==> src/design/fpbs_pkg.sv <==
// Package holding the shared types, codes and bus-cycle microcode of the flash sequencer.
package fpbs_pkg;

  localparam int BLOCK_BYTES = 256;
  localparam int STEP_W      = $clog2(BLOCK_BYTES + 1);

  typedef enum logic [1:0] {
    ACT_WRITE = 2'd0,
    ACT_READ  = 2'd1,
    ACT_SEND  = 2'd2
  } action_e;

  typedef enum logic [1:0] {
    LAT_DATA = 2'd0,
    LAT_LOW  = 2'd1,
    LAT_HIGH = 2'd2
  } latch_e;

  typedef enum logic [2:0] {
    VS_CONST = 3'd0,
    VS_DATA  = 3'd1,
    VS_BANK  = 3'd2,
    VS_AH    = 3'd3,
    VS_AL    = 3'd4,
    VS_STEP  = 3'd5
  } vsel_e;

  typedef enum logic {
    SRC_HOST = 1'b0,
    SRC_BUS  = 1'b1
  } source_e;

  typedef enum logic {
    REG_MAKER_ID  = 1'b0,
    REG_DEVICE_ID = 1'b1
  } cfg_reg_e;

  // Host command codes
  localparam logic [7:0] CMD_SRAM_ON     = 8'd0;
  localparam logic [7:0] CMD_SRAM_OFF    = 8'd1;
  localparam logic [7:0] CMD_RD_SINGLE   = 8'd2;
  localparam logic [7:0] CMD_WR_SINGLE   = 8'd3;
  localparam logic [7:0] CMD_READ_BLK    = 8'd4;
  localparam logic [7:0] CMD_WRITE_BLK   = 8'd5;
  localparam logic [7:0] CMD_PROG_SINGLE = 8'd6;
  localparam logic [7:0] CMD_FLASH_BLK   = 8'd7;
  localparam logic [7:0] CMD_ADDR_BOTH   = 8'd8;
  localparam logic [7:0] CMD_ADDR_LOW    = 8'd9;
  localparam logic [7:0] CMD_ADDR_HIGH   = 8'd10;
  localparam logic [7:0] CMD_BANK        = 8'd11;
  localparam logic [7:0] CMD_ID_CHECK    = 8'd12;
  localparam logic [7:0] CMD_ERASE       = 8'd13;
  localparam logic [7:0] CMD_LOCK_ON     = 8'd14;
  localparam logic [7:0] CMD_LOCK_OFF    = 8'd15;
  localparam logic [7:0] CMD_LOOPBACK    = 8'd16;
  localparam logic [7:0] CMD_WHO_AM_I    = 8'd17;

  localparam logic [7:0] REPLY_DONE = 8'hD0;
  localparam logic [7:0] REPLY_BAD  = 8'hFF;
  localparam logic [7:0] REPLY_FAIL = 8'hFE;

  // Microcode routine start addresses
  localparam logic [7:0] U_SRAM_ON    = 8'd0;
  localparam logic [7:0] U_SRAM_OFF   = 8'd2;
  localparam logic [7:0] U_DONE       = 8'd4;
  localparam logic [7:0] U_READ       = 8'd5;
  localparam logic [7:0] U_RBLK_START = 8'd6;
  localparam logic [7:0] U_LOW0       = 8'd8;
  localparam logic [7:0] U_ECHO       = 8'd9;
  localparam logic [7:0] U_IDENT      = 8'd11;
  localparam logic [7:0] U_BAD        = 8'd15;
  localparam logic [7:0] U_WR_DONE    = 8'd16;
  localparam logic [7:0] U_WBLK_NEXT  = 8'd18;
  localparam logic [7:0] U_WBLK_END   = 8'd20;
  localparam logic [7:0] U_LOW_B      = 8'd23;
  localparam logic [7:0] U_HIGH_B     = 8'd24;
  localparam logic [7:0] U_LOW_B_DONE = 8'd26;
  localparam logic [7:0] U_BANK       = 8'd28;
  localparam logic [7:0] U_SEND_DONE  = 8'd32;
  localparam logic [7:0] U_RBLK_NEXT  = 8'd34;
  localparam logic [7:0] U_RBLK_END   = 8'd37;
  localparam logic [7:0] U_BLK_END    = 8'd40;
  localparam logic [7:0] U_ID_FAIL    = 8'd42;
  localparam logic [7:0] U_ID_NEXT    = 8'd44;
  localparam logic [7:0] U_ID_OK      = 8'd46;
  localparam logic [7:0] U_PROG       = 8'd48;
  localparam logic [7:0] U_IDCHK      = 8'd73;
  localparam logic [7:0] U_ERASE      = 8'd97;
  localparam logic [7:0] U_ERASE2     = 8'd115;
  localparam logic [7:0] U_LAST       = 8'd133;
  localparam logic [7:0] UNLOCK_LEN   = 8'd18;

  typedef struct packed {
    logic       source;
    logic [7:0] data;
  } in_item_t;

  typedef struct packed {
    logic [1:0] action;
    logic [1:0] latch;
    logic [7:0] value;
    logic       last;
    logic       busy_led;
    logic       lock_led;
    logic       sram_select;
  } out_item_t;

  typedef struct packed {
    action_e    action;
    latch_e     latch;
    vsel_e      vsel;
    logic [7:0] cval;
    logic       fin;
  } ucode_t;

  typedef struct packed {
    logic   sram_set;
    logic   sram_clr;
    logic   lock_set;
    logic   lock_clr;
    logic   step_clr;
    logic   step_inc;
    logic   al_clr;
    logic   al_data;
    logic   al_step;
    logic   ah_data;
    logic   ah_inc;
    logic   bank_data;
    logic   pend_load;
    logic   item_load;
    logic   load;
    ucode_t entry;
  } dp_cmd_t;

  typedef struct packed {
    logic step_end;
    logic poll_match;
    logic maker_match;
    logic device_match;
    logic out_free;
  } dp_status_t;

  function automatic ucode_t mk(input action_e a, input latch_e l, input vsel_e v,
                                input logic [7:0] c, input logic f);
    ucode_t u;
    u.action = a;
    u.latch  = l;
    u.vsel   = v;
    u.cval   = c;
    u.fin    = f;
    return u;
  endfunction

  // One step of the three-write JEDEC unlock sequence, each write preceded by a bank select.
  function automatic ucode_t unlock_op(input logic [4:0] idx, input logic [7:0] cmd,
                                       input logic fin);
    ucode_t u;
    u = mk(ACT_WRITE, LAT_DATA, VS_CONST, 8'h00, 1'b0);
    case (idx)
      5'd0, 5'd6, 5'd12: u = mk(ACT_WRITE, LAT_HIGH, VS_CONST, 8'h20, 1'b0);
      5'd1, 5'd7, 5'd13: u = mk(ACT_WRITE, LAT_LOW, VS_CONST, 8'h00, 1'b0);
      5'd2, 5'd14:       u = mk(ACT_WRITE, LAT_DATA, VS_CONST, 8'h01, 1'b0);
      5'd8:              u = mk(ACT_WRITE, LAT_DATA, VS_CONST, 8'h00, 1'b0);
      5'd3, 5'd15:       u = mk(ACT_WRITE, LAT_HIGH, VS_CONST, 8'h55, 1'b0);
      5'd4, 5'd16:       u = mk(ACT_WRITE, LAT_LOW, VS_CONST, 8'h55, 1'b0);
      5'd5:              u = mk(ACT_WRITE, LAT_DATA, VS_CONST, 8'hAA, 1'b0);
      5'd9:              u = mk(ACT_WRITE, LAT_HIGH, VS_CONST, 8'h6A, 1'b0);
      5'd10:             u = mk(ACT_WRITE, LAT_LOW, VS_CONST, 8'hAA, 1'b0);
      5'd11:             u = mk(ACT_WRITE, LAT_DATA, VS_CONST, 8'h55, 1'b0);
      5'd17:             u = mk(ACT_WRITE, LAT_DATA, VS_CONST, cmd, fin);
      default:           u = mk(ACT_WRITE, LAT_DATA, VS_CONST, 8'h00, 1'b0);
    endcase
    return u;
  endfunction

  function automatic ucode_t ucode(input logic [7:0] addr);
    ucode_t u;
    u = mk(ACT_SEND, LAT_DATA, VS_CONST, REPLY_DONE, 1'b1);
    if (addr >= U_PROG && addr < U_PROG + UNLOCK_LEN) begin
      u = unlock_op(5'(addr - U_PROG), 8'hA0, 1'b0);
    end else if (addr >= U_IDCHK && addr < U_IDCHK + UNLOCK_LEN) begin
      u = unlock_op(5'(addr - U_IDCHK), 8'h90, 1'b0);
    end else if (addr >= U_ERASE && addr < U_ERASE + UNLOCK_LEN) begin
      u = unlock_op(5'(addr - U_ERASE), 8'h80, 1'b0);
    end else if (addr >= U_ERASE2 && addr < U_ERASE2 + UNLOCK_LEN) begin
      u = unlock_op(5'(addr - U_ERASE2), 8'h10, 1'b0);
    end else begin
      case (addr)
        8'd0:   u = mk(ACT_WRITE, LAT_HIGH, VS_CONST, 8'hFF, 1'b0);
        8'd2:   u = mk(ACT_WRITE, LAT_HIGH, VS_CONST, 8'h00, 1'b0);
        8'd5:   u = mk(ACT_READ, LAT_DATA, VS_CONST, 8'h00, 1'b1);
        8'd6:   u = mk(ACT_WRITE, LAT_LOW, VS_CONST, 8'h00, 1'b0);
        8'd7:   u = mk(ACT_READ, LAT_DATA, VS_CONST, 8'h00, 1'b1);
        8'd8:   u = mk(ACT_WRITE, LAT_LOW, VS_CONST, 8'h00, 1'b1);
        8'd9:   u = mk(ACT_SEND, LAT_DATA, VS_CONST, 8'h10, 1'b0);
        8'd11:  u = mk(ACT_SEND, LAT_DATA, VS_CONST, 8'h48, 1'b0);
        8'd12:  u = mk(ACT_SEND, LAT_DATA, VS_CONST, 8'h41, 1'b0);
        8'd13:  u = mk(ACT_SEND, LAT_DATA, VS_CONST, 8'h49, 1'b0);
        8'd15:  u = mk(ACT_SEND, LAT_DATA, VS_CONST, REPLY_BAD, 1'b1);
        8'd16:  u = mk(ACT_WRITE, LAT_DATA, VS_DATA, 8'h00, 1'b0);
        8'd18:  u = mk(ACT_WRITE, LAT_DATA, VS_DATA, 8'h00, 1'b0);
        8'd19:  u = mk(ACT_WRITE, LAT_LOW, VS_STEP, 8'h00, 1'b1);
        8'd20:  u = mk(ACT_WRITE, LAT_DATA, VS_DATA, 8'h00, 1'b0);
        8'd21:  u = mk(ACT_WRITE, LAT_HIGH, VS_AH, 8'h00, 1'b0);
        8'd23:  u = mk(ACT_WRITE, LAT_LOW, VS_DATA, 8'h00, 1'b1);
        8'd24:  u = mk(ACT_WRITE, LAT_HIGH, VS_DATA, 8'h00, 1'b0);
        8'd26:  u = mk(ACT_WRITE, LAT_LOW, VS_DATA, 8'h00, 1'b0);
        8'd28:  u = mk(ACT_WRITE, LAT_HIGH, VS_CONST, 8'h20, 1'b0);
        8'd29:  u = mk(ACT_WRITE, LAT_LOW, VS_CONST, 8'h00, 1'b0);
        8'd30:  u = mk(ACT_WRITE, LAT_DATA, VS_DATA, 8'h00, 1'b0);
        8'd32:  u = mk(ACT_SEND, LAT_DATA, VS_DATA, 8'h00, 1'b0);
        8'd34:  u = mk(ACT_SEND, LAT_DATA, VS_DATA, 8'h00, 1'b0);
        8'd35:  u = mk(ACT_WRITE, LAT_LOW, VS_STEP, 8'h00, 1'b0);
        8'd36:  u = mk(ACT_READ, LAT_DATA, VS_CONST, 8'h00, 1'b1);
        8'd37:  u = mk(ACT_SEND, LAT_DATA, VS_DATA, 8'h00, 1'b0);
        8'd38:  u = mk(ACT_WRITE, LAT_HIGH, VS_AH, 8'h00, 1'b0);
        8'd40:  u = mk(ACT_WRITE, LAT_HIGH, VS_AH, 8'h00, 1'b0);
        8'd42:  u = mk(ACT_WRITE, LAT_DATA, VS_CONST, 8'hF0, 1'b0);
        8'd43:  u = mk(ACT_SEND, LAT_DATA, VS_CONST, REPLY_FAIL, 1'b1);
        8'd44:  u = mk(ACT_WRITE, LAT_LOW, VS_CONST, 8'h01, 1'b0);
        8'd45:  u = mk(ACT_READ, LAT_DATA, VS_CONST, 8'h00, 1'b1);
        8'd46:  u = mk(ACT_WRITE, LAT_DATA, VS_CONST, 8'hF0, 1'b0);
        8'd66:  u = mk(ACT_WRITE, LAT_HIGH, VS_CONST, 8'h20, 1'b0);
        8'd67:  u = mk(ACT_WRITE, LAT_LOW, VS_CONST, 8'h00, 1'b0);
        8'd68:  u = mk(ACT_WRITE, LAT_DATA, VS_BANK, 8'h00, 1'b0);
        8'd69:  u = mk(ACT_WRITE, LAT_HIGH, VS_AH, 8'h40, 1'b0);
        8'd70:  u = mk(ACT_WRITE, LAT_LOW, VS_AL, 8'h00, 1'b0);
        8'd71:  u = mk(ACT_WRITE, LAT_DATA, VS_DATA, 8'h00, 1'b0);
        8'd72:  u = mk(ACT_READ, LAT_DATA, VS_CONST, 8'h00, 1'b1);
        8'd91:  u = mk(ACT_WRITE, LAT_HIGH, VS_CONST, 8'h20, 1'b0);
        8'd92:  u = mk(ACT_WRITE, LAT_LOW, VS_CONST, 8'h00, 1'b0);
        8'd93:  u = mk(ACT_WRITE, LAT_DATA, VS_CONST, 8'h00, 1'b0);
        8'd94:  u = mk(ACT_WRITE, LAT_HIGH, VS_CONST, 8'h00, 1'b0);
        8'd95:  u = mk(ACT_WRITE, LAT_LOW, VS_CONST, 8'h00, 1'b0);
        8'd96:  u = mk(ACT_READ, LAT_DATA, VS_CONST, 8'h00, 1'b1);
        8'd133: u = mk(ACT_READ, LAT_DATA, VS_CONST, 8'h00, 1'b1);
        default: u = mk(ACT_SEND, LAT_DATA, VS_CONST, REPLY_DONE, 1'b1);
      endcase
    end
    return u;
  endfunction

endpackage

==> src/design/fpbs_datapath.sv <==
// Datapath of the flash programmer sequencer: address, bank and flag registers and the output word register.
module fpbs_datapath import fpbs_pkg::*; (
  input  logic       clk_i,
  input  logic       rst_ni,
  input  logic       cfg_we_i,
  input  logic       cfg_index_i,
  input  logic [7:0] cfg_wdata_i,
  input  logic [7:0] item_data_i,
  input  dp_cmd_t    cmd_i,
  output dp_status_t status_o,
  input  logic       out_stall_i,
  output logic       out_valid_o,
  output out_item_t  out_data_o
);

  logic [7:0]        maker_q, device_q;
  logic [7:0]        al_q, al_d, ah_q, ah_d, bank_q, bank_d;
  logic [7:0]        pend_q, pend_d, item_q, item_d;
  logic [STEP_W-1:0] step_q, step_d;
  logic              sram_q, sram_d, lock_q, lock_d;
  logic              out_valid_q, out_valid_d;
  out_item_t         out_q, out_d;
  logic [7:0]        sel_val, bus_val;

  always_comb begin
    al_d = al_q;
    if (cmd_i.al_clr) begin
      al_d = 8'h00;
    end else if (cmd_i.al_data) begin
      al_d = item_data_i;
    end else if (cmd_i.al_step) begin
      al_d = 8'(step_q);
    end
    ah_d = ah_q;
    if (cmd_i.ah_data) begin
      ah_d = item_data_i;
    end else if (cmd_i.ah_inc) begin
      ah_d = ah_q + 8'd1;
    end
    bank_d = cmd_i.bank_data ? item_data_i : bank_q;
    pend_d = cmd_i.pend_load ? item_data_i : pend_q;
    item_d = cmd_i.item_load ? item_data_i : item_q;
    step_d = step_q;
    if (cmd_i.step_clr) begin
      step_d = '0;
    end else if (cmd_i.step_inc) begin
      step_d = step_q + STEP_W'(1);
    end
    sram_d = (sram_q | cmd_i.sram_set) & ~cmd_i.sram_clr;
    lock_d = (lock_q | cmd_i.lock_set) & ~cmd_i.lock_clr;
  end

  always_comb begin
    case (cmd_i.entry.vsel)
      VS_CONST: sel_val = 8'h00;
      VS_DATA:  sel_val = item_q;
      VS_BANK:  sel_val = bank_q;
      VS_AH:    sel_val = ah_q;
      VS_AL:    sel_val = al_q;
      VS_STEP:  sel_val = 8'(step_q);
      default:  sel_val = 8'h00;
    endcase
    bus_val = sel_val | cmd_i.entry.cval;
    // A15 is held high on every high-latch write while the cartridge RAM is selected.
    if (cmd_i.entry.action == ACT_WRITE && cmd_i.entry.latch == LAT_HIGH && sram_q) begin
      bus_val = bus_val | 8'h80;
    end
    out_d.action      = cmd_i.entry.action;
    out_d.latch       = cmd_i.entry.latch;
    out_d.value       = bus_val;
    out_d.last        = cmd_i.entry.fin;
    out_d.busy_led    = 1'b1;
    out_d.lock_led    = lock_q;
    out_d.sram_select = ~sram_q;
  end

  always_comb begin
    out_valid_d = out_valid_q & out_stall_i;
    if (cmd_i.load) begin
      out_valid_d = 1'b1;
    end
  end

  assign status_o.step_end     = (step_q == STEP_W'(BLOCK_BYTES - 1));
  assign status_o.poll_match   = (item_data_i[7] == pend_q[7]);
  assign status_o.maker_match  = (item_data_i == maker_q);
  assign status_o.device_match = (item_data_i == device_q);
  assign status_o.out_free     = ~out_valid_q | ~out_stall_i;

  assign out_valid_o = out_valid_q;
  assign out_data_o  = out_q;

  always_ff @(posedge clk_i or negedge rst_ni) begin
    if (!rst_ni) begin
      maker_q     <= 8'hBF;
      device_q    <= 8'hB7;
      al_q        <= 8'h00;
      ah_q        <= 8'h00;
      bank_q      <= 8'h00;
      pend_q      <= 8'h00;
      step_q      <= '0;
      sram_q      <= 1'b0;
      lock_q      <= 1'b0;
      out_valid_q <= 1'b0;
    end else begin
      if (cfg_we_i && cfg_index_i == REG_MAKER_ID) begin
        maker_q <= cfg_wdata_i;
      end
      if (cfg_we_i && cfg_index_i == REG_DEVICE_ID) begin
        device_q <= cfg_wdata_i;
      end
      al_q        <= al_d;
      ah_q        <= ah_d;
      bank_q      <= bank_d;
      pend_q      <= pend_d;
      step_q      <= step_d;
      sram_q      <= sram_d;
      lock_q      <= lock_d;
      out_valid_q <= out_valid_d;
    end
  end

  always_ff @(posedge clk_i) begin
    item_q <= item_d;
    if (cmd_i.load) begin
      out_q <= out_d;
    end
  end

  step_bound_a: assert property (@(posedge clk_i) disable iff (!rst_ni)
    step_q <= STEP_W'(BLOCK_BYTES)) else $error("step counter past block size");

endmodule

==> src/design/fpbs_controller.sv <==
// Controller of the flash programmer sequencer: command phase machine and microcode sequencer.
module fpbs_controller import fpbs_pkg::*; (
  input  logic       clk_i,
  input  logic       rst_ni,
  input  logic       in_valid_i,
  input  in_item_t   in_data_i,
  output logic       in_stall_o,
  input  dp_status_t status_i,
  output dp_cmd_t    cmd_o
);

  typedef enum logic [16:0] {
    PH_IDLE       = 17'h00001,
    PH_READ_ONE   = 17'h00002,
    PH_WRITE_ONE  = 17'h00004,
    PH_READ_BLK   = 17'h00008,
    PH_WRITE_BLK  = 17'h00010,
    PH_FLASH_ONE  = 17'h00020,
    PH_POLL_ONE   = 17'h00040,
    PH_FLASH_BLK  = 17'h00080,
    PH_POLL_BLK   = 17'h00100,
    PH_ADDR_BOTH  = 17'h00200,
    PH_ADDR_HIGH2 = 17'h00400,
    PH_ADDR_LOW   = 17'h00800,
    PH_ADDR_HIGH  = 17'h01000,
    PH_BANK       = 17'h02000,
    PH_ID_MAKER   = 17'h04000,
    PH_ID_DEVICE  = 17'h08000,
    PH_ERASE_POLL = 17'h10000
  } phase_e;

  typedef enum logic [1:0] {
    SQ_IDLE = 2'b01,
    SQ_RUN  = 2'b10
  } seq_e;

  phase_e     phase_q, phase_d;
  seq_e       seq_q, seq_d;
  logic [7:0] pc_q, pc_d;
  logic       accept, go;
  logic [7:0] start;
  logic [7:0] code;
  logic       host;

  assign accept     = in_valid_i & (seq_q == SQ_IDLE);
  assign in_stall_o = (seq_q == SQ_RUN);
  assign code       = in_data_i.data;
  assign host       = (in_data_i.source == SRC_HOST);

  always_comb begin
    cmd_o           = '0;
    cmd_o.entry     = ucode(pc_q);
    phase_d         = phase_q;
    go              = 1'b0;
    start           = U_DONE;
    if (accept) begin
      cmd_o.item_load = 1'b1;
      if (host) begin
        case (phase_q)
          PH_IDLE: begin
            go = 1'b1;
            case (code)
              CMD_SRAM_ON:   begin cmd_o.sram_set = 1'b1; start = U_SRAM_ON; end
              CMD_SRAM_OFF:  begin cmd_o.sram_clr = 1'b1; start = U_SRAM_OFF; end
              CMD_RD_SINGLE: begin start = U_READ; phase_d = PH_READ_ONE; end
              CMD_WR_SINGLE: begin go = 1'b0; phase_d = PH_WRITE_ONE; end
              CMD_READ_BLK: begin
                cmd_o.step_clr = 1'b1;
                start          = U_RBLK_START;
                phase_d        = PH_READ_BLK;
              end
              CMD_WRITE_BLK: begin
                cmd_o.step_clr = 1'b1;
                start          = U_LOW0;
                phase_d        = PH_WRITE_BLK;
              end
              CMD_PROG_SINGLE: begin go = 1'b0; phase_d = PH_FLASH_ONE; end
              CMD_FLASH_BLK: begin
                go             = 1'b0;
                cmd_o.step_clr = 1'b1;
                cmd_o.al_clr   = 1'b1;
                phase_d        = PH_FLASH_BLK;
              end
              CMD_ADDR_BOTH: begin go = 1'b0; phase_d = PH_ADDR_BOTH; end
              CMD_ADDR_LOW:  begin go = 1'b0; phase_d = PH_ADDR_LOW; end
              CMD_ADDR_HIGH: begin go = 1'b0; phase_d = PH_ADDR_HIGH; end
              CMD_BANK:      begin go = 1'b0; phase_d = PH_BANK; end
              CMD_ID_CHECK:  begin start = U_IDCHK; phase_d = PH_ID_MAKER; end
              CMD_ERASE:     begin start = U_ERASE; phase_d = PH_ERASE_POLL; end
              CMD_LOCK_ON:   begin cmd_o.lock_set = 1'b1; start = U_DONE; end
              CMD_LOCK_OFF:  begin cmd_o.lock_clr = 1'b1; start = U_DONE; end
              CMD_LOOPBACK:  start = U_ECHO;
              CMD_WHO_AM_I:  start = U_IDENT;
              default:       start = U_BAD;
            endcase
          end
          PH_WRITE_ONE: begin go = 1'b1; start = U_WR_DONE; phase_d = PH_IDLE; end
          PH_WRITE_BLK: begin
            go             = 1'b1;
            cmd_o.step_inc = 1'b1;
            if (status_i.step_end) begin
              cmd_o.ah_inc = 1'b1;
              start        = U_WBLK_END;
              phase_d      = PH_IDLE;
            end else begin
              start = U_WBLK_NEXT;
            end
          end
          PH_FLASH_ONE: begin
            go              = 1'b1;
            cmd_o.pend_load = 1'b1;
            start           = U_PROG;
            phase_d         = PH_POLL_ONE;
          end
          PH_FLASH_BLK: begin
            go              = 1'b1;
            cmd_o.al_step   = 1'b1;
            cmd_o.pend_load = 1'b1;
            start           = U_PROG;
            phase_d         = PH_POLL_BLK;
          end
          PH_ADDR_BOTH: begin
            go            = 1'b1;
            cmd_o.al_data = 1'b1;
            start         = U_LOW_B;
            phase_d       = PH_ADDR_HIGH2;
          end
          PH_ADDR_HIGH2, PH_ADDR_HIGH: begin
            go            = 1'b1;
            cmd_o.ah_data = 1'b1;
            start         = U_HIGH_B;
            phase_d       = PH_IDLE;
          end
          PH_ADDR_LOW: begin
            go            = 1'b1;
            cmd_o.al_data = 1'b1;
            start         = U_LOW_B_DONE;
            phase_d       = PH_IDLE;
          end
          PH_BANK: begin
            go              = 1'b1;
            cmd_o.bank_data = 1'b1;
            start           = U_BANK;
            phase_d         = PH_IDLE;
          end
          default: go = 1'b0;
        endcase
      end else begin
        case (phase_q)
          PH_READ_ONE: begin go = 1'b1; start = U_SEND_DONE; phase_d = PH_IDLE; end
          PH_READ_BLK: begin
            go             = 1'b1;
            cmd_o.step_inc = 1'b1;
            if (status_i.step_end) begin
              cmd_o.ah_inc = 1'b1;
              start        = U_RBLK_END;
              phase_d      = PH_IDLE;
            end else begin
              start = U_RBLK_NEXT;
            end
          end
          PH_POLL_ONE: begin
            go = 1'b1;
            if (status_i.poll_match) begin
              start   = U_DONE;
              phase_d = PH_IDLE;
            end else begin
              start = U_READ;
            end
          end
          PH_POLL_BLK: begin
            if (status_i.poll_match) begin
              cmd_o.step_inc = 1'b1;
              if (status_i.step_end) begin
                go           = 1'b1;
                cmd_o.ah_inc = 1'b1;
                cmd_o.al_clr = 1'b1;
                start        = U_BLK_END;
                phase_d      = PH_IDLE;
              end else begin
                phase_d = PH_FLASH_BLK;
              end
            end else begin
              go    = 1'b1;
              start = U_READ;
            end
          end
          PH_ID_MAKER: begin
            go = 1'b1;
            if (status_i.maker_match) begin
              start   = U_ID_NEXT;
              phase_d = PH_ID_DEVICE;
            end else begin
              start   = U_ID_FAIL;
              phase_d = PH_IDLE;
            end
          end
          PH_ID_DEVICE: begin
            go      = 1'b1;
            start   = status_i.device_match ? U_ID_OK : U_ID_FAIL;
            phase_d = PH_IDLE;
          end
          PH_ERASE_POLL: begin
            go = 1'b1;
            if (code[7]) begin
              start   = U_DONE;
              phase_d = PH_IDLE;
            end else begin
              start = U_READ;
            end
          end
          default: go = 1'b0;
        endcase
      end
    end
    cmd_o.load = (seq_q == SQ_RUN) & status_i.out_free;
  end

  always_comb begin
    seq_d = seq_q;
    pc_d  = pc_q;
    case (seq_q)
      SQ_IDLE: begin
        if (go) begin
          seq_d = SQ_RUN;
          pc_d  = start;
        end
      end
      SQ_RUN: begin
        if (cmd_o.load) begin
          if (cmd_o.entry.fin) begin
            seq_d = SQ_IDLE;
          end else begin
            pc_d = pc_q + 8'd1;
          end
        end
      end
      default: seq_d = SQ_IDLE;
    endcase
  end

  always_ff @(posedge clk_i or negedge rst_ni) begin
    if (!rst_ni) begin
      phase_q <= PH_IDLE;
      seq_q   <= SQ_IDLE;
      pc_q    <= 8'd0;
    end else begin
      phase_q <= phase_d;
      seq_q   <= seq_d;
      pc_q    <= pc_d;
    end
  end

  fin_ends_run_a: assert property (@(posedge clk_i) disable iff (!rst_ni)
    (seq_q == SQ_RUN && cmd_o.load && cmd_o.entry.fin) |=> (seq_q == SQ_IDLE))
    else $error("sequencer kept running after the final word");

  pc_range_a: assert property (@(posedge clk_i) disable iff (!rst_ni)
    (seq_q == SQ_RUN) |-> (pc_q <= U_LAST))
    else $error("microcode address out of range");

  no_load_idle_a: assert property (@(posedge clk_i) disable iff (!rst_ni)
    (seq_q == SQ_IDLE) |-> !cmd_o.load)
    else $error("word loaded while sequencer idle");

endmodule

==> src/design/flash_programmer_bus_sequencer.sv <==
// Top level of the flash programmer bus sequencer: controller and datapath joined.
//
// The block turns host command bytes and bus read data into a stream of output
// words, each one a bus write (data, low or high address latch), a bus read
// request or a byte for the host. An input word is taken only while the block
// holds no unfinished work; it is decoded in the cycle it is taken and the words
// it causes are issued by a microcode sequencer into the output register at one
// word per clock while the output side does not stall, so an item occupies the
// block until its last result word is loaded (chip erase issues 37 words). An
// item that causes no words frees the block in the cycle after it is taken.
// Words leave through a registered output stage, so the last word of an item
// may still wait there while the next input word is accepted. The last field
// marks the final word of an item; busy_led is high on every word, and
// lock_led and sram_select give the LED and RAM select levels when the word
// was formed. The two ID registers may be written only while the block is
// idle.
module flash_programmer_bus_sequencer import fpbs_pkg::*; (
  input  logic       clk_i,
  input  logic       rst_ni,
  input  logic       in_valid_i,
  output logic       in_stall_o,
  input  in_item_t   in_data_i,
  output logic       out_valid_o,
  input  logic       out_stall_i,
  output out_item_t  out_data_o,
  input  logic       cfg_we_i,
  input  logic       cfg_index_i,
  input  logic [7:0] cfg_wdata_i
);

  dp_cmd_t    cmd;
  dp_status_t status;

  // The controller owns the command phase and the microcode address.
  fpbs_controller u_ctrl (
    .clk_i      (clk_i),
    .rst_ni     (rst_ni),
    .in_valid_i (in_valid_i),
    .in_data_i  (in_data_i),
    .in_stall_o (in_stall_o),
    .status_i   (status),
    .cmd_o      (cmd)
  );

  // The datapath holds addresses, bank, flags and the output register.
  fpbs_datapath u_dp (
    .clk_i       (clk_i),
    .rst_ni      (rst_ni),
    .cfg_we_i    (cfg_we_i),
    .cfg_index_i (cfg_index_i),
    .cfg_wdata_i (cfg_wdata_i),
    .item_data_i (in_data_i.data),
    .cmd_i       (cmd),
    .status_o    (status),
    .out_stall_i (out_stall_i),
    .out_valid_o (out_valid_o),
    .out_data_o  (out_data_o)
  );

endmodule

==> config.mk <==
export PLATFORM = sky130hd
export DESIGN_NAME = flash_programmer_bus_sequencer
export DESIGN_NICKNAME = d
export VERILOG_FILES = /design/src/design/fpbs_pkg.sv /design/src/design/fpbs_datapath.sv /design/src/design/fpbs_controller.sv /design/src/design/flash_programmer_bus_sequencer.sv
export SDC_FILE = /design/constraint.sdc
export NUM_CORES = 1
export LEC_CHECK = 0
export BUFFER_PORTS_ARGS = -buffer_cell sky130_fd_sc_hd__buf_4
export CORE_MARGIN = 3
export CORE_UTILIZATION = 50
export CTS_BUF_LIST = sky130_fd_sc_hd__clkbuf_16
export DETAILED_ROUTE_END_ITERATION = 8
export PLACE_DENSITY = 0.66
export SLEW_MARGIN = 40
export SYNTH_ARGS = -nofsm -noshare
export SYNTH_HDL_FRONTEND = slang
export SYNTH_SLANG_ARGS = --single-unit
==> constraint.sdc <==
create_clock -name clk_i -period 4.5 [get_ports clk_i]
set_input_delay 0.225 -clock clk_i [delete_from_list [all_inputs] [get_ports clk_i]]
set_output_delay 0.225 -clock clk_i [all_outputs]
set_load 0.05 [all_outputs]
==> impl_results.md <==
- Sum Neg Setup Slack: 0 ns
- Start of the worst register-to-register path: u_ctrl.pc_q[0]
- Hold Violations, Final: 0
- Worst EP required: 4.72 ns
- CP Capture Type: flip-flop
- Port Buffers: 39
- Cts-stage hold buffer count: 1
- GP Congestion: 1.02
- First-pass GRT wire length: 39600 um
- RR Endpoint: u_dp.out_data_o[10]
- First-pass DRT Iterations: 6
- Slew margin rel.: 46.0%
- Worst path arrival time: 4.02 ns
- Most common cell in the synthesized netlist: nand2_1
- Peak VDD IR: 281 uV
- Hold Crit Start: cfg_wdata_i[2]
- Met2 usage: 41.4%
- Synthesized area: 8330 um2
- DRC: 0
- GR peak layer: met2
- Share of layout cells above drive strength 1: 14.9%
- Status: finished clean
- Hold Path Stages: 2
- Worst slew pin tran: 0.810 ns
- Predominant post-synthesis flop cell: dfrtp_1
- Worst path max stage delay: 0.61 ns
- Initial antenna violation count: 0
- Crit share post-route: 84.4%
- Seq/Total Area, Yosys: 32.5%
- Root Driver: clkbuf_16
- PwrDens: 617 nW/um2
- CP Cell Sequence: buf_4, ha_1, nor2b_1, a31oi_1, o211ai_1, a211o_1, nor4_1, o21ai_0, a2111oi_0, a211o_1
- Leakage dissipation: 0.00362 uW
- Final WL: 25100 um
- Worst path slowest cell: a2111oi_0
- Worst Skew: 0.0107 ns
- Iter 0 DRT Violations: 801
- RSZ-0062 raised after global routing: no
- Vias per cell: 6.48
- Cells on worst reg2reg path: 10
- Multi-input gate area: 5190 um2
- Worst Path Max Fanout: 22
- Flops & latches, synth: 103
- Hold Path Class: input port to flip-flop
- Max_cap viols: 0
- Area leader, netlist: dfrtp_1
- Critical path's most frequent cell: a211o_1
- Die ar.: 18300 um2
- CP Launch Type: flip-flop
- Synth area leaders: dfrtp_1 (20%), edfxtp_1 (8.3%), dfstp_2 (4.7%)
- Met3 Resource Use GR: 4.47%
- H-tree levels: 3
- R2r setup slk: 0.70 ns
- Rows: 46
- Post-synthesis cell type count: 93
- Slew Viols, Final: 0
- Synth top cells by count: nand2_1 (102), nor2_1 (83), dfrtp_1 (65), o21ai_0 (62), a21oi_1 (51)
- Setup violators final: 0
- Fin crit period: 3.80 ns
- Gr usage total: 27.3%
- Global route total overflow: 0
- Storage cell area: 2710 um2
- Fill cells: 1499
- Worst setup path class: flip-flop to flip-flop
- Clock Tree Buf Depth: 2
- Avg Inst Size Synth: 8.26 um2
- CTS Buf Count: 9
- Chip Height: 135 um
- CTS tree: yes
- ANT nets after route: 0
- Wire length per cell: 20.6 um
- Reg clk slew, reported paths: 0.07 ns
- HPWL Detailed: 18100 um
- Core area: 16100 um2
- I/O Pins: 41
- EDFF count, synth: 23
- Resized cells post-CTS: 0
- Initial core utilization: 51.7%
- Max Clk Rate: 263 MHz
- Syn Nets: 1045
- Ys Warns: 0
- Worst-Skew Late Latency: 0.36 ns
- ANT cells: 0
- Final net count: 1037
- Fin Hold WS: 0.109 ns
- Via count: 7921
- Synth async-reset ratio: 77.7%
- Clock Sinks: 103
- Synth-to-Final Area Change: 8.63%
- Setup bufs post-CTS: 0
- Yosys top cell area share: 19.5%
- Vias in the first global route: 7185
- Cells after Synth: 1009
- Die width: 135 um
- Hold EP: u_dp.maker_q[2]
- Pin count of the biggest net entering global routing: 54
- GR Layer Usage met1: 39.5%
[cells in the final DEF (no fill, tap or decap), types with 13 or more instances in the layout]
master | synthesis | routed
nor3_1 | 35 | 35
mux2_2 | 22 | 22
buf_4 | 2 | 60
edfxtp_1 | 23 | 23
o21ai_0 | 62 | 62
nor4_1 | 19 | 19
nand2b_1 | 16 | 16
xor2_1 | 26 | 26
xnor2_1 | 20 | 19
nor2_1 | 83 | 81
o211ai_1 | 13 | 13
a21oi_1 | 51 | 50
dfrtp_1 | 65 | 64
mux2i_1 | 27 | 27
ha_1 | 13 | 13
dfstp_2 | 15 | 15
nand3_1 | 35 | 35
inv_1 | 33 | 34
nor2b_1 | 16 | 16
o22ai_1 | 24 | 24
a211oi_1 | 19 | 19
nand2_1 | 102 | 102
[cells by family (layout without fill, tap and decap cells)]
group | count (synthesis) | after routing | synth area share, %
AND/OR/NAND/NOR | 389 | 389 | 24.5
AO/OA/AOI/OAI | 292 | 292 | 23.9
buffers and inverters | 115 | 112 | 5.87
flip-flops | 103 | 103 | 32.5
multiplexers | 50 | 50 | 6.35
XOR/XNOR | 46 | 46 | 4.83
adder cells (fa/ha/maj) | 13 | 13 | 1.95
other | 1 | 1 | 0.0450
[through the flow]
stage	setup WS (ns)	instance area [um2]	instances	power, uW	utilization, %
floorplan	1.32	8330	1009	3900	-
global placement	0.858	8710	1204	4710	54.1
detailed placement	0.852	8740	1205	4700	54.2
CTS	0.776	9040	1222	5490	56.1
global route	0.385	9050	1222	5940	56.2
finish	0.701	9050	1222	5590	56.2
[layer usage]
layer / wire length, um / vias to the layer above
li1: - / 3743
met1: 11100 / 3707
met2: 11200 / 407
met3: 2090 / 64
met4: 760 / 0
met5: 0 / -
[worst max-delay path: cells and delay by family (launching register included)]
family	cells	cell delay, ns
AOI/OAI and AO/OA	6	1.69
and+or+nand+nor	2	0.88
adders and majority gates	1	0.48
DFF	1	0.38
buffers and inverters	1	0.22
[final cells by class]
type	count	share of cell area [%]
Multi-Input combinational cell	791	57.3
Timing Repair Buffer	62	5.14
Tap cell	216	2.99
Clock inverter	6	0.456
Clock buffer	10	2.76
Sequential cell	103	30.0
Inverter	34	1.41
[report_power, final]
group / leakage, uW / switching, uW / internal [uW]
Sequential: 0.00120 / 269 / 1220
Clock: 0.000143 / 362 / 410
Combinational: 0.00228 / 2100 / 1230
Total: 0.00362 / 2730 / 2860
[flip-flops by register name, summed over array words and instances, names as in the netlist, 2 cells and up]
name and count:
u_dp.device_q 8, u_dp.out_data_o 15, u_dp.item_q 8, u_dp.step_q 9, u_ctrl.pc_q 8, u_dp.ah_q 8
u_dp.maker_q 8, u_dp.al_q 8, u_ctrl.phase_q 17, u_ctrl.seq_q 2, u_dp.bank_q 8
[worst max-delay path by stage]
| stage | depth (start not counted) | from | slack [ns] | end |
|---|---|---|---|---|
| 2_1_floorplan | 12 | u_ctrl.pc_q[0] | 1.32 | u_dp.out_data_o[11] |
| 3_3_place_gp | 10 | u_ctrl.pc_q[0] | 0.86 | u_dp.out_data_o[10] |
| 3_5_place_dp | 10 | u_ctrl.pc_q[0] | 0.85 | u_dp.out_data_o[10] |
| 4_1_cts | 10 | u_ctrl.pc_q[0] | 0.78 | u_dp.out_data_o[10] |
| 5_1_grt | 10 | u_ctrl.pc_q[0] | 0.39 | u_dp.out_data_o[10] |
| 6_report | 10 | u_ctrl.pc_q[0] | 0.70 | u_dp.out_data_o[10] |
Power figures use the tool's default switching activity.
